File: src/hdl/morse_keyer_command_decoder_assert.svh
// assertion macros for the morse keyer command decoder
`ifndef MORSE_KEYER_COMMAND_DECODER_ASSERT_SVH
`define MORSE_KEYER_COMMAND_DECODER_ASSERT_SVH
`ifndef NO_ASSERTIONS
`define MKD_ASSERT(lbl, clk, rstn, prop, msg) \
  lbl: assert property (@(posedge clk) disable iff (!rstn) prop) else $error(msg);
`define MKD_ASSERT_NR(lbl, clk, prop, msg) \
  lbl: assert property (@(posedge clk) prop) else $error(msg);
`else
`define MKD_ASSERT(lbl, clk, rstn, prop, msg)
`define MKD_ASSERT_NR(lbl, clk, prop, msg)
`endif
`endif

File: src/hdl/mkd_pkg.sv
// shared types, codes and tables of the morse keyer command decoder
`default_nettype none
package mkd_pkg;

  localparam logic [2:0] ACT_SYMBOL = 3'd0;
  localparam logic [2:0] ACT_PAUSE  = 3'd1;
  localparam logic [2:0] ACT_TONE   = 3'd2;
  localparam logic [2:0] ACT_SPEED  = 3'd3;
  localparam logic [2:0] ACT_RISE   = 3'd4;
  localparam logic [2:0] ACT_REPLY  = 3'd5;

  localparam int unsigned DIV_DIVIDEND = 62500;
  localparam int unsigned QW = 13;

  // one queued result; div_req asks the back end to divide 62500 by value
  typedef struct packed {
    logic [2:0]  action;
    logic [6:0]  bits;
    logic [2:0]  len;
    logic [12:0] value;
    logic        last;
    logic        div_req;
  } res_t;

  function automatic logic [12:0] old_tone(input logic [3:0] p);
    logic [12:0] r;
    begin
      case (p)
        4'd1: r = 13'd4000;
        4'd2: r = 13'd2000;
        4'd3: r = 13'd1333;
        4'd4: r = 13'd1000;
        4'd5: r = 13'd800;
        4'd6: r = 13'd666;
        4'd7: r = 13'd571;
        4'd8: r = 13'd500;
        4'd9: r = 13'd444;
        4'd10: r = 13'd400;
        default: r = 13'd0;
      endcase
      return r;
    end
  endfunction

  // {len, bits} for character index c - 0x20
  function automatic logic [9:0] glyph(input logic [5:0] i);
    logic [9:0] r;
    begin
      case (i)
        6'd2:  r = {3'd6, 7'b0010010};
        6'd4:  r = {3'd7, 7'b1001000};
        6'd7:  r = {3'd6, 7'b0011110};
        6'd8:  r = {3'd5, 7'b0001101};
        6'd9:  r = {3'd6, 7'b0101101};
        6'd11: r = {3'd5, 7'b0001010};
        6'd12: r = {3'd6, 7'b0110011};
        6'd13: r = {3'd6, 7'b0100001};
        6'd14: r = {3'd6, 7'b0101010};
        6'd15: r = {3'd5, 7'b0010110};
        6'd16: r = {3'd5, 7'b0011111};
        6'd17: r = {3'd5, 7'b0011110};
        6'd18: r = {3'd5, 7'b0011100};
        6'd19: r = {3'd5, 7'b0011000};
        6'd20: r = {3'd5, 7'b0010000};
        6'd21: r = {3'd5, 7'b0000000};
        6'd22: r = {3'd5, 7'b0000001};
        6'd23: r = {3'd5, 7'b0000011};
        6'd24: r = {3'd5, 7'b0000111};
        6'd25: r = {3'd5, 7'b0001111};
        6'd26: r = {3'd5, 7'b0001101};
        6'd27: r = {3'd4, 7'b0001010};
        6'd28: r = {3'd5, 7'b0001010};
        6'd29: r = {3'd5, 7'b0010001};
        6'd30: r = {3'd6, 7'b0101000};
        6'd31: r = {3'd6, 7'b0001100};
        6'd32: r = {3'd6, 7'b0010110};
        6'd33: r = {3'd2, 7'b0000010};
        6'd34: r = {3'd4, 7'b0000001};
        6'd35: r = {3'd4, 7'b0000101};
        6'd36: r = {3'd3, 7'b0000001};
        6'd37: r = {3'd1, 7'b0000000};
        6'd38: r = {3'd4, 7'b0000100};
        6'd39: r = {3'd3, 7'b0000011};
        6'd40: r = {3'd4, 7'b0000000};
        6'd41: r = {3'd2, 7'b0000000};
        6'd42: r = {3'd4, 7'b0001110};
        6'd43: r = {3'd3, 7'b0000101};
        6'd44: r = {3'd4, 7'b0000010};
        6'd45: r = {3'd2, 7'b0000011};
        6'd46: r = {3'd2, 7'b0000001};
        6'd47: r = {3'd3, 7'b0000111};
        6'd48: r = {3'd4, 7'b0000110};
        6'd49: r = {3'd4, 7'b0001011};
        6'd50: r = {3'd3, 7'b0000010};
        6'd51: r = {3'd3, 7'b0000000};
        6'd52: r = {3'd1, 7'b0000001};
        6'd53: r = {3'd3, 7'b0000100};
        6'd54: r = {3'd4, 7'b0001000};
        6'd55: r = {3'd3, 7'b0000110};
        6'd56: r = {3'd4, 7'b0001001};
        6'd57: r = {3'd4, 7'b0001101};
        6'd58: r = {3'd4, 7'b0001100};
        6'd59: r = {3'd5, 7'b0000010};
        6'd60: r = {3'd5, 7'b0001001};
        6'd61: r = {3'd5, 7'b0001101};
        default: r = 10'd0;
      endcase
      return r;
    end
  endfunction

endpackage
`default_nettype wire

File: src/hdl/mkd_front.sv
// front end: parses host bytes and pushes up to two results into the queue
`default_nettype none
module mkd_front (
  input  wire logic            clk_i,
  input  wire logic            rst_ni,
  input  wire logic            in_valid_i,
  output logic                 in_ready_o,
  input  wire logic [7:0]      byte_i,
  input  wire logic            end_i,
  output logic                 push_o,
  output mkd_pkg::res_t        push_data_o,
  input  wire logic            q_room_i
);
  localparam logic [2:0] M_IDLE = 3'd0, M_TONE = 3'd1, M_SPEED = 3'd2, M_ADMIN = 3'd3,
                         M_ECHO = 3'd4, M_RISE = 3'd5, M_FREQ = 3'd6, M_DISCARD = 3'd7;

  logic [2:0] mode_q, mode_d;
  logic [1:0] ver_q, ver_d;
  logic [6:0] spd_q, spd_d;
  logic       pend_q;          // second result of admin code 2 still to push
  logic       pend_d;

  mkd_pkg::res_t r0, r1;
  logic          n0, n1;       // result present

  function automatic mkd_pkg::res_t mk(input logic [2:0] a, input logic [12:0] v);
    mkd_pkg::res_t r;
    begin
      r = '0;
      r.action = a;
      r.value = v;
      return r;
    end
  endfunction

  always_comb begin
    logic [7:0] b, u;
    logic [9:0] g;
    logic       idle_path;
    b = byte_i;
    mode_d = mode_q;
    ver_d = ver_q;
    spd_d = spd_q;
    n0 = 1'b0;
    n1 = 1'b0;
    r0 = '0;
    r1 = '0;
    idle_path = 1'b0;
    case (mode_q)
      M_IDLE: idle_path = 1'b1;
      M_TONE: begin
        mode_d = M_IDLE;
        if (ver_q < 2'd3 && b >= 8'd1 && b <= 8'd10) begin
          n0 = 1'b1;
          r0 = mk(mkd_pkg::ACT_TONE, mkd_pkg::old_tone(b[3:0]));
        end else if (ver_q == 2'd3 && b >= 8'd15 && b <= 8'd125) begin
          n0 = 1'b1;
          r0 = mk(mkd_pkg::ACT_TONE, {5'd0, b});
          r0.div_req = 1'b1;
        end
      end
      M_SPEED: begin
        mode_d = M_IDLE;
        if (b >= 8'd5 && b <= 8'd99) begin
          spd_d = b[6:0];
          n0 = 1'b1;
          r0 = mk(mkd_pkg::ACT_SPEED, {5'd0, b});
        end else begin
          idle_path = 1'b1;
        end
      end
      M_ADMIN: begin
        mode_d = M_DISCARD;
        case (b)
          8'd2: begin
            n0 = 1'b1; n1 = 1'b1;
            r0 = mk(mkd_pkg::ACT_REPLY, 13'd31);
            r1 = mk(mkd_pkg::ACT_REPLY, 13'd3);
            ver_d = 2'd1;
          end
          8'd4: mode_d = M_ECHO;
          8'd5, 8'd6, 8'd7: begin n0 = 1'b1; r0 = mk(mkd_pkg::ACT_REPLY, 13'd0); end
          8'd9: begin n0 = 1'b1; r0 = mk(mkd_pkg::ACT_REPLY, 13'd31); end
          8'd10: ver_d = 2'd1;
          8'd11: ver_d = 2'd2;
          8'd20: ver_d = 2'd3;
          8'd21: begin n0 = 1'b1; r0 = mk(mkd_pkg::ACT_REPLY, 13'd52); end
          8'd23: begin n0 = 1'b1; r0 = mk(mkd_pkg::ACT_REPLY, 13'd3); end
          8'd24: begin n0 = 1'b1; r0 = mk(mkd_pkg::ACT_REPLY, 13'd1); end
          8'd26: mode_d = M_RISE;
          8'd27: mode_d = M_FREQ;
          default: ;
        endcase
      end
      M_ECHO: begin
        mode_d = M_DISCARD;
        n0 = 1'b1;
        r0 = mk(mkd_pkg::ACT_REPLY, {5'd0, b});
      end
      M_RISE: begin
        mode_d = M_DISCARD;
        if (b >= 8'd1 && b <= 8'd50) begin
          n0 = 1'b1;
          r0 = mk(mkd_pkg::ACT_RISE, {5'd0, b});
        end
      end
      M_FREQ: begin
        mode_d = M_DISCARD;
        n0 = 1'b1;
        r0 = mk(mkd_pkg::ACT_TONE, ({5'd0, b} << 3) + ({5'd0, b} << 1));
      end
      default: ;
    endcase
    if (idle_path) begin
      u = (b inside {[8'h61:8'h7A]}) ? b - 8'h20 : b;
      g = mkd_pkg::glyph(6'(u - 8'h20));
      if (u == 8'h20) begin
        n0 = 1'b1;
        r0 = mk(mkd_pkg::ACT_PAUSE, 13'd0);
      end else if (u > 8'h20 && u <= 8'h5D) begin
        n0 = 1'b1;
        r0 = mk(mkd_pkg::ACT_SYMBOL, 13'd0);
        r0.len = g[9:7];
        r0.bits = g[6:0];
      end else begin
        case (u)
          8'h00: mode_d = M_ADMIN;
          8'h01: mode_d = M_TONE;
          8'h02: mode_d = M_SPEED;
          8'h07: begin
            n0 = 1'b1;
            r0 = mk(mkd_pkg::ACT_REPLY, {5'd0, 2'b10, spd_q[5:0]});
            mode_d = M_DISCARD;
          end
          8'h0E: ver_d = 2'd3;
          8'h15: begin
            n0 = 1'b1;
            r0 = mk(mkd_pkg::ACT_REPLY, 13'hC0);
            mode_d = M_DISCARD;
          end
          default: ;
        endcase
      end
    end
    if (end_i) mode_d = M_IDLE;
    r0.last = ~n1;
    r1.last = 1'b1;
  end

  // a byte is taken once its first result fits; after admin code 2, only once its second is pushed
  assign in_ready_o = ~pend_q & q_room_i;
  wire take = in_valid_i & in_ready_o;
  assign push_o = pend_q ? q_room_i : (take & n0);
  assign pend_d = pend_q ? ~q_room_i : (take & n1);

  mkd_pkg::res_t hold_q;
  assign push_data_o = pend_q ? hold_q : r0;

  always_ff @(posedge clk_i or negedge rst_ni) begin
    if (!rst_ni) begin
      mode_q <= M_IDLE;
      ver_q <= 2'd1;
      spd_q <= 7'd20;
      pend_q <= 1'b0;
    end else begin
      pend_q <= pend_d;
      if (take) begin
        mode_q <= mode_d;
        ver_q <= ver_d;
        spd_q <= spd_d;
      end
    end
  end

  always_ff @(posedge clk_i) begin
    if (take) hold_q <= r1;
  end
endmodule
`default_nettype wire

File: src/hdl/mkd_queue.sv
// short result queue between front end and back end
`default_nettype none
module mkd_queue (
  input  wire logic          clk_i,
  input  wire logic          rst_ni,
  input  wire logic          push_i,
  input  mkd_pkg::res_t      push_data_i,
  output logic               room_o,
  output logic               valid_o,
  output mkd_pkg::res_t      data_o,
  input  wire logic          pop_i
);
  mkd_pkg::res_t mem_q [4];
  logic [1:0] wp_q, rp_q;
  logic [2:0] cnt_q;

  assign room_o  = cnt_q < 3'd4;
  assign valid_o = cnt_q != 3'd0;
  assign data_o  = mem_q[rp_q];

  always_ff @(posedge clk_i or negedge rst_ni) begin
    if (!rst_ni) begin
      wp_q <= '0;
      rp_q <= '0;
      cnt_q <= '0;
    end else begin
      if (push_i) wp_q <= wp_q + 2'd1;
      if (pop_i) rp_q <= rp_q + 2'd1;
      cnt_q <= cnt_q + {2'd0, push_i} - {2'd0, pop_i};
    end
  end

  always_ff @(posedge clk_i) begin
    if (push_i) mem_q[wp_q] <= push_data_i;
  end
endmodule
`default_nettype wire

File: src/hdl/mkd_back.sv
// back end: runs the tone divider and holds the output word
`default_nettype none
module mkd_back (
  input  wire logic          clk_i,
  input  wire logic          rst_ni,
  input  wire logic          q_valid_i,
  input  mkd_pkg::res_t      q_data_i,
  output logic               pop_o,
  output logic               m_valid_o,
  output mkd_pkg::res_t      m_data_o,
  input  wire logic          m_ready_i
);
  localparam logic [16:0] DIVIDEND = 17'(mkd_pkg::DIV_DIVIDEND);

  logic        busy_q;
  logic [4:0]  step_q;
  logic [16:0] quo_q;
  logic [7:0]  rem_q;
  logic [7:0]  den_q;
  logic        ovalid_q;
  mkd_pkg::res_t out_q;

  wire out_free = ~ovalid_q | m_ready_i;
  // a word is taken only once the output register is free, divider words too
  assign pop_o = q_valid_i & ~busy_q & out_free;
  assign m_valid_o = ovalid_q;
  assign m_data_o = out_q;

  // restoring division, one quotient bit a cycle over 17 steps
  wire [8:0] trial = {rem_q, quo_q[16]} - {1'b0, den_q};
  wire       done = busy_q && step_q == 5'd17;

  always_ff @(posedge clk_i or negedge rst_ni) begin
    if (!rst_ni) begin
      busy_q <= 1'b0;
      step_q <= '0;
      ovalid_q <= 1'b0;
    end else begin
      if (out_free) ovalid_q <= 1'b0;
      if (busy_q) begin
        if (done) begin
          if (out_free) begin
            busy_q <= 1'b0;
            ovalid_q <= 1'b1;
          end
        end else begin
          step_q <= step_q + 5'd1;
        end
      end else if (pop_o) begin
        if (q_data_i.div_req) begin
          busy_q <= 1'b1;
          step_q <= '0;
        end else begin
          ovalid_q <= 1'b1;
        end
      end
    end
  end

  always_ff @(posedge clk_i) begin
    if (busy_q && !done) begin
      if (!trial[8]) begin
        rem_q <= trial[7:0];
        quo_q <= {quo_q[15:0], 1'b1};
      end else begin
        rem_q <= {rem_q[6:0], quo_q[16]};
        quo_q <= {quo_q[15:0], 1'b0};
      end
    end else if (done) begin
      out_q.value <= quo_q[12:0];
    end else if (pop_o) begin
      out_q <= q_data_i;
      den_q <= q_data_i.value[7:0];
      quo_q <= DIVIDEND;
      rem_q <= '0;
    end
  end
endmodule
`default_nettype wire

File: src/hdl/morse_keyer_command_decoder.sv
// path: byte -> queue -> output register; a version 3 tone also through the divider
// throughput: one byte a cycle while the queue has room and no admin code 2 reply is
// pending; the divider holds the back end as the front fills the four-word queue
// reset: asynchronous, active low; parser idle, version 1, speed 20 wpm
`default_nettype none
`include "morse_keyer_command_decoder_assert.svh"
module morse_keyer_command_decoder (
  input  wire logic        clk_i,
  input  wire logic        rst_ni,
  input  wire logic        s_axis_tvalid,
  input  wire logic [7:0]  s_axis_tdata,   // byte_in
  input  wire logic        s_axis_tlast,   // message_end
  output logic             s_axis_tready,
  output logic             m_axis_tvalid,
  input  wire logic        m_axis_tready,
  output logic [31:0]      m_axis_tdata,   // action, pattern_bits, pattern_length, value, pad
  output logic             m_axis_tlast    // last_result
);
  logic          push, room, qv, pop;
  mkd_pkg::res_t pdata, qdata, odata;

  mkd_front u_front (
    .clk_i, .rst_ni,
    .in_valid_i(s_axis_tvalid), .in_ready_o(s_axis_tready),
    .byte_i(s_axis_tdata), .end_i(s_axis_tlast),
    .push_o(push), .push_data_o(pdata), .q_room_i(room)
  );

  mkd_queue u_queue (
    .clk_i, .rst_ni, .push_i(push), .push_data_i(pdata), .room_o(room),
    .valid_o(qv), .data_o(qdata), .pop_i(pop)
  );

  mkd_back u_back (
    .clk_i, .rst_ni, .q_valid_i(qv), .q_data_i(qdata), .pop_o(pop),
    .m_valid_o(m_axis_tvalid), .m_data_o(odata), .m_ready_i(m_axis_tready)
  );

  assign m_axis_tdata = {6'd0, odata.value, odata.len, odata.bits, odata.action};
  assign m_axis_tlast = odata.last;

  `MKD_ASSERT(a_no_push_full, clk_i, rst_ni, push |-> room, "push into full queue")
  `MKD_ASSERT(a_hold_out, clk_i, rst_ni, m_axis_tvalid && !m_axis_tready |=> m_axis_tvalid && $stable(m_axis_tdata), "output word changed while stalled")
  `MKD_ASSERT(a_pop_valid, clk_i, rst_ni, pop |-> qv, "pop from empty queue")
endmodule
`default_nettype wire
File: config.mk
export PLATFORM = sky130hd
export DESIGN_NAME = morse_keyer_command_decoder
export DESIGN_NICKNAME = d
export VERILOG_FILES = /design/src/hdl/mkd_pkg.sv /design/src/hdl/mkd_front.sv /design/src/hdl/mkd_queue.sv /design/src/hdl/mkd_back.sv /design/src/hdl/morse_keyer_command_decoder.sv
export VERILOG_INCLUDE_DIRS = /design/src /design/src/hdl
export SDC_FILE = /design/constraint.sdc
export NUM_CORES = 1
export LEC_CHECK = 0
export ABC_AREA = 1
export BUFFER_PORTS_ARGS = -buffer_cell sky130_fd_sc_hd__buf_2
export CAP_MARGIN = 5
export CORE_UTILIZATION = 42
export CTS_BUF_LIST = sky130_fd_sc_hd__clkbuf_2 sky130_fd_sc_hd__clkbuf_4 sky130_fd_sc_hd__clkbuf_8
export DETAILED_ROUTE_END_ITERATION = 10
export PLACE_DENSITY = 0.58
export SLEW_MARGIN = 10
export SYNTH_ARGS = -nofsm -noshare
export SYNTH_HDL_FRONTEND = slang
export SYNTH_HIERARCHICAL = 1
export SYNTH_SLANG_ARGS = --single-unit
File: constraint.sdc
create_clock -name clk_i -period 3.95 [get_ports clk_i]
set_input_delay 0.9875 -clock clk_i [delete_from_list [all_inputs] [get_ports clk_i]]
set_output_delay 0.9875 -clock clk_i [all_outputs]
set_load 0.005 [all_outputs]
# Word level (Yosys, flattened, before mapping)
# Memory sizes are Yosys's and may differ from the RTL's.
# Cells that the tools add are included.
# totals
output_inout_bits,35
rom_bits,832
in_bits,13
elab_cells,193
reg_bits,114
memories,3
ramBits,112
# op_classes
n_reduce_logical,31
add_sub_neg,9
n_eq_ne,30
order_cmp,13
bitwise,14
mux,69
# memory_table
memory,words,width,read_ports,rd_clocked_by_memory_dff,wr,line,rtl
(no name shown),64,10,1,0,0,mkd_pkg.sv:49,case (i)
(no name shown),16,12,1,0,0,mkd_pkg.sv:28,case (p)
u_queue.mem_q,4,28,1,0,1,mkd_queue.sv:13,mkd_pkg::res_t mem_q [4];
# ops
operator,n
two-way mux 28 bit,7
one-hot mux 28 bit (6 select lines),1
one-hot mux 28 bit (5 select lines),1
"equality test 8 x 5 -> 1 bit, second input constant",7
one-hot mux 28 bit (2 select lines),1
two-way mux 27 bit,2
two-way mux 17 bit,3
"equality test 8 x 3 -> 1 bit, second input constant",5
two-way mux 8 bit,5
"equality test 8 x 4 -> 1 bit, second input constant",4
"less-or-equal comparator 8 x 7 -> 1 bit, second input constant",4
two-way mux 1 bit,28
two-way mux 5 bit,4
"equality test 8 x 2 -> 1 bit, second input constant",2
two-way mux 15 bit,1
two-way mux 13 bit,1
adder 11 x 9 -> 12 bit,1
two-way mux 3 bit,4
one-hot mux 2 bit (3 select lines),2
one-hot mux 3 bit (4 select lines),1
logical AND 1 bit,10
two-way mux 2 bit,5
OR reduction 2 bit,5
"equality test 3 bit, second input constant",3
other kinds (38),59

# Logic depth before layout (Yosys ltp)
# logic_depth
depth_word,14
ltp_mapped,23
mapped_depth_nobuf,23

# Hierarchy
# The synthesis kept the hierarchy.
# modules_own_cells
mod,instances,area_per_inst_um2,cells_per_inst,seq_area_each_um2
mkd_queue,1,5138.7,486,3538.4
mkd_back,1,3108.0,294,2006.9
mkd_front,1,2801.4,499,334.1
morse_keyer_command_decoder,1,48.8,7,0.0

# Worst setup path after synthesis
# OpenSTA, ideal clock, no wires.
# synth_timing
kind,input-to-reg
start,input s_axis_tdata[1]
end,"memory u_queue/mem_q[0][0] (netlist name), enable pin"
path_stages,20
t_arrival_ns,3.450
setup_time_ns,0.383
path_buffers,1
required_time_ns,3.567
setup_slack_ns,0.117
path_cell_list,inv_1 ha_1 inv_1 nand3_1 nand2_1 nand2_1 nand2_2 nand2_4 inv_2 nand3_1 nand2_1 nand2_2 nand2_1 o21ai_1 nand2_1 nand2_1 nand2_1 clkbuf_1 nand2_1 inv_1
# synth_between
elab_chain_len,14
word_cells_on_any_way,50
classes_between,1 x add/sub; 11 x order compare; 11 x eq/ne; 16 x mux; 1 x bitwise; 10 x reduce/logical
# synth_rtl
element,line,rtl
"start, declared",morse_keyer_command_decoder.sv:11,"input wire logic [7:0] s_axis_tdata,"
"parallel branches: the longest is 9 deep, another holds >= comparator 8 x 7 -> 1 bit",n/a,
two-way mux 1 bit (*),mkd_front.sv:114,if (idle_path) begin
bitwise AND 1 bit (*),mkd_front.sv:153,assign push_o = pend_q ? q_room_i : (take & n0);
two-way mux 1 bit (*),mkd_front.sv:153,
via push,morse_keyer_command_decoder.sv:19,"logic push, room, qv, pop;"
two-way mux 1 bit (*),mkd_queue.sv:34,if (push_i) mem_q[wp_q] <= push_data_i;
two-way mux 1 bit (implied by the code) (*),mkd_queue.sv:34,
"end, declared",mkd_queue.sv:13,
# Mark *: on every way through the listed nets, which the timed path passes.

==> impl_metrics.py <==
metrics = {
    "outcome": {
        "status": "complete, no violations",
    },
    "cells_and_area": {
        "ff_latch_area_um2": 5850,
        "diodes": 0,
        "drive_above_1_share_pct": 11.8,
        "multi_input_area_um2": 4040,
        "syn_to_final_growth_pct": 10.4,
        "nFillCells": 2498,
        "nets": 1389,
    },
    "floorplanning": {
        "start_util_pct": 42.6,
        "fp.dieH_um": 164,
        "dieArea_um2": 27000,
        "rows": 59,
        "core_area_um2": 26000,
        "die_w_um": 164,
        "pin_count": 48,
    },
    "drt": {
        "vias_per_cell": 5.03,
        "via_count": 8485,
        "post_drt_wl_per_cell_um": 16.3,
        "drc_errors": 0,
        "drt-total-wl_um": 27600,
        "ant_nets": 0,
        "dr.pass1.iters": 5,
        "drt_iter0_drc": 746,
    },
    "flow_run": {
        "cap_violations": 0,
    },
    "timing": {
        "skew_ns": 0.0192,
        "fin_crit_sh_pct": 86.3,
        "max_slew_margin_pct": 30.7,
        "rsz0062_at_grt": "false",
        "worst_pin_slew_ns": 1.04,
        "timing.final.ws_setup_ns": 0.542,
        "setup_viol_count_final": 0,
        "setup_tns_ns": 0,
        "hold_violations": 0,
        "slew_violations": 0,
        "finalCriticalPeriod_ns": 3.41,
        "timing.fmax_mhz": 293,
        "holdWs_ns": 0.497,
    },
    "clocking": {
        "cts_setup_buffers": 0,
        "cts_sinks": 199,
        "clk_latency_ns": 0.46,
        "hold_buffers": 0,
        "cts_resized": 0,
        "numCtsBuffers": 17,
        "cts_tree": "built",
        "root_buffer": "clkbuf_8",
        "htree_num_levels": 4,
        "cts_buffer_depth": 2,
        "clkSlewWorstSetupHoldPaths_ns": 0.10,
    },
    "power_and_ir_drop": {
        "ir_worst_vdd_uv": 389,
        "swShare_pct": 38.6,
        "sequentialPowerShare_pct": 42.0,
        "cellLeakagePower_nw": 5.75,
        "clock_power_share_pct": 20.0,
        "power.density_nw_per_um2": 609,
        "pwr-share-comb_pct": 38.0,
        "internal_power_w": 0.00457,
        "power.switching_w": 0.00287,
    },
    "logic_synthesis": {
        "yosysWarnings": 6,
        "syn_area_per_cell_um2": 8.61,
        "postSynthCellCount": 1285,
        "syn-cell-area_um2": 11100,
    },
    "setup_path": {
        "arrival_ns": 3.59,
        "critPathKind": "in -> reg",
        "cp.required_ns": 4.13,
        "crit_path_start_kind": "primary input",
        "worstPathMaxFanout": 17,
        "setup.worst_path.end_class": "flop",
    },
    "grt": {
        "grt_usage_pct": 21.4,
        "grt_antenna_before_repair": 0,
        "grt_max_degree": 59,
        "first_global_vias": 7977,
        "grt_first_pass_wirelength_um": 43500,
        "overflow": 0,
    },
    "placement": {
        "gp_congestion": 0.969,
        "io_buffers": 41,
        "dp_hpwl_um": 19900,
        "pre_cts_slack_ns": 0.135,
    },
    "min_path": {
        "min_path_type": "reg -> reg",
    },
}
-- critical path, stage by stage --
cell,delay [ns]
buf_2,0.08
buf_4,0.27
ha_1,0.27
nand2_1,0.27
nor2_1,0.37
o21ai_2,0.15
or2_2,0.35
nand2_1,0.15
a21oi_1,0.07
o21ai_0,0.10
a21oi_1,0.07
o21ai_0,0.44
-- power groups by stage --
stage | registers [W] | logic (W) | clock network, W
final | 0.00312 | 0.00282 | 0.00149
after global routing | 0.00317 | 0.00326 | 0.00161
after CTS | 0.00312 | 0.00286 | 0.00154
after detailed placement | 0.00317 | 0.00285 | 0
after global placement | 0.00316 | 0.00283 | 0
after floorplan | 0.00314 | 0.00210 | 0
-- placed cells by master, fill, tap and decap left out, types with 4 or more instances in the layout --
cell type,instances
o221ai_1,4
a21oi_1,31
a211oi_1,4
o21ai_0,50
nand3_1,107
bufinv_16,4
nor3_1,12
nor2_1,103
inv_2,10
buf_4,32
o211ai_1,7
buf_2,41
nand2_2,8
ha_1,33
edfxtp_1,173
o22ai_1,5
inv_8,5
nand2_1,343
buf_12,4
a31oi_1,4
o31ai_1,5
conb_1,7
nand4_1,7
inv_1,232
clkbuf_8,17
dfrtp_1,22
xor2_1,6
o21ai_1,13
or2_2,4
nor2_2,4
-- per-layer routing --
layer  track usage (%)  part of all wire [%]
met1              28.2                    45
met2              35.2                    47
met3              2.78                   4.0
met4              9.43                   3.9
met5                 0                     0
-- path summary, 6_finish.rpt --
check | slack (ns) | cells past startpoint | endpoint | from
max | 0.54 | 12 | u_queue/mem_q[2][4]$_DFFE_PP_ | s_axis_tdata[1]
min | 0.50 | 2 | u_front/spd_q[3]$_DFFE_PN0P_ | u_front/spd_q[3]$_DFFE_PN0P_
max reg2reg | 1.26 | 7 | u_queue/mem_q[3][12]$_DFFE_PP_ | u_front/mode_q[2]$_DFFE_PN0P_
min reg2reg | 0.50 | 2 | u_front/spd_q[3]$_DFFE_PN0P_ | u_front/spd_q[3]$_DFFE_PN0P_
max in group asynchronous | 2.93 | 1 | u_queue/rp_q[0]$_DFFE_PN0P_ | rst_ni
min in group asynchronous | 0.56 | 1 | u_queue/rp_q[1]$_DFFE_PN0P_ | rst_ni
-- flip-flops by register name (all words and copies together) (netlist names), named ones only --
name             flops
u_queue/mem_q      112
u_back/step_q        5
u_front/spd_q        6
u_queue/wp_q         2
u_back/m_data_o     27
u_queue/rp_q         2
u_front/hold_q       1
u_back/rem_q         8
u_back/den_q         8
u_back/busy_q        1
u_back/quo_q        17
u_front/ver_q        2
u_front/mode_q       3
u_queue/cnt_q        3
u_front/pend_q       1
-- per-stage QoR --
| step | total power (W) | cell area, um^2 | util [%] | instances |
|---|---|---|---|---|
| 4_1_cts | 0.00752 | 12200 | 47.0 | 1688 |
| 3_5_place_dp | 0.00602 | 11700 | 45.2 | 1656 |
| 5_1_grt | 0.00804 | 12200 | 47.0 | 1688 |
| 3_3_place_gp | 0.00599 | 11700 | 45.2 | 1656 |
| 2_1_floorplan | 0.00524 | 11100 | - | 1290 |
| 6_report | 0.00744 | 12200 | 47.0 | 1688 |
-- layout make-up --
type	count	area share, %
clock inverters	15	1.90
repair buffers	77	4.30
multi-input cells	802	33.1
well taps	335	3.43
inverters	243	7.49
flip-flops and latches	199	47.9
clock buffers	17	1.92
No activity file was read; power rests on OpenSTA's default activity.
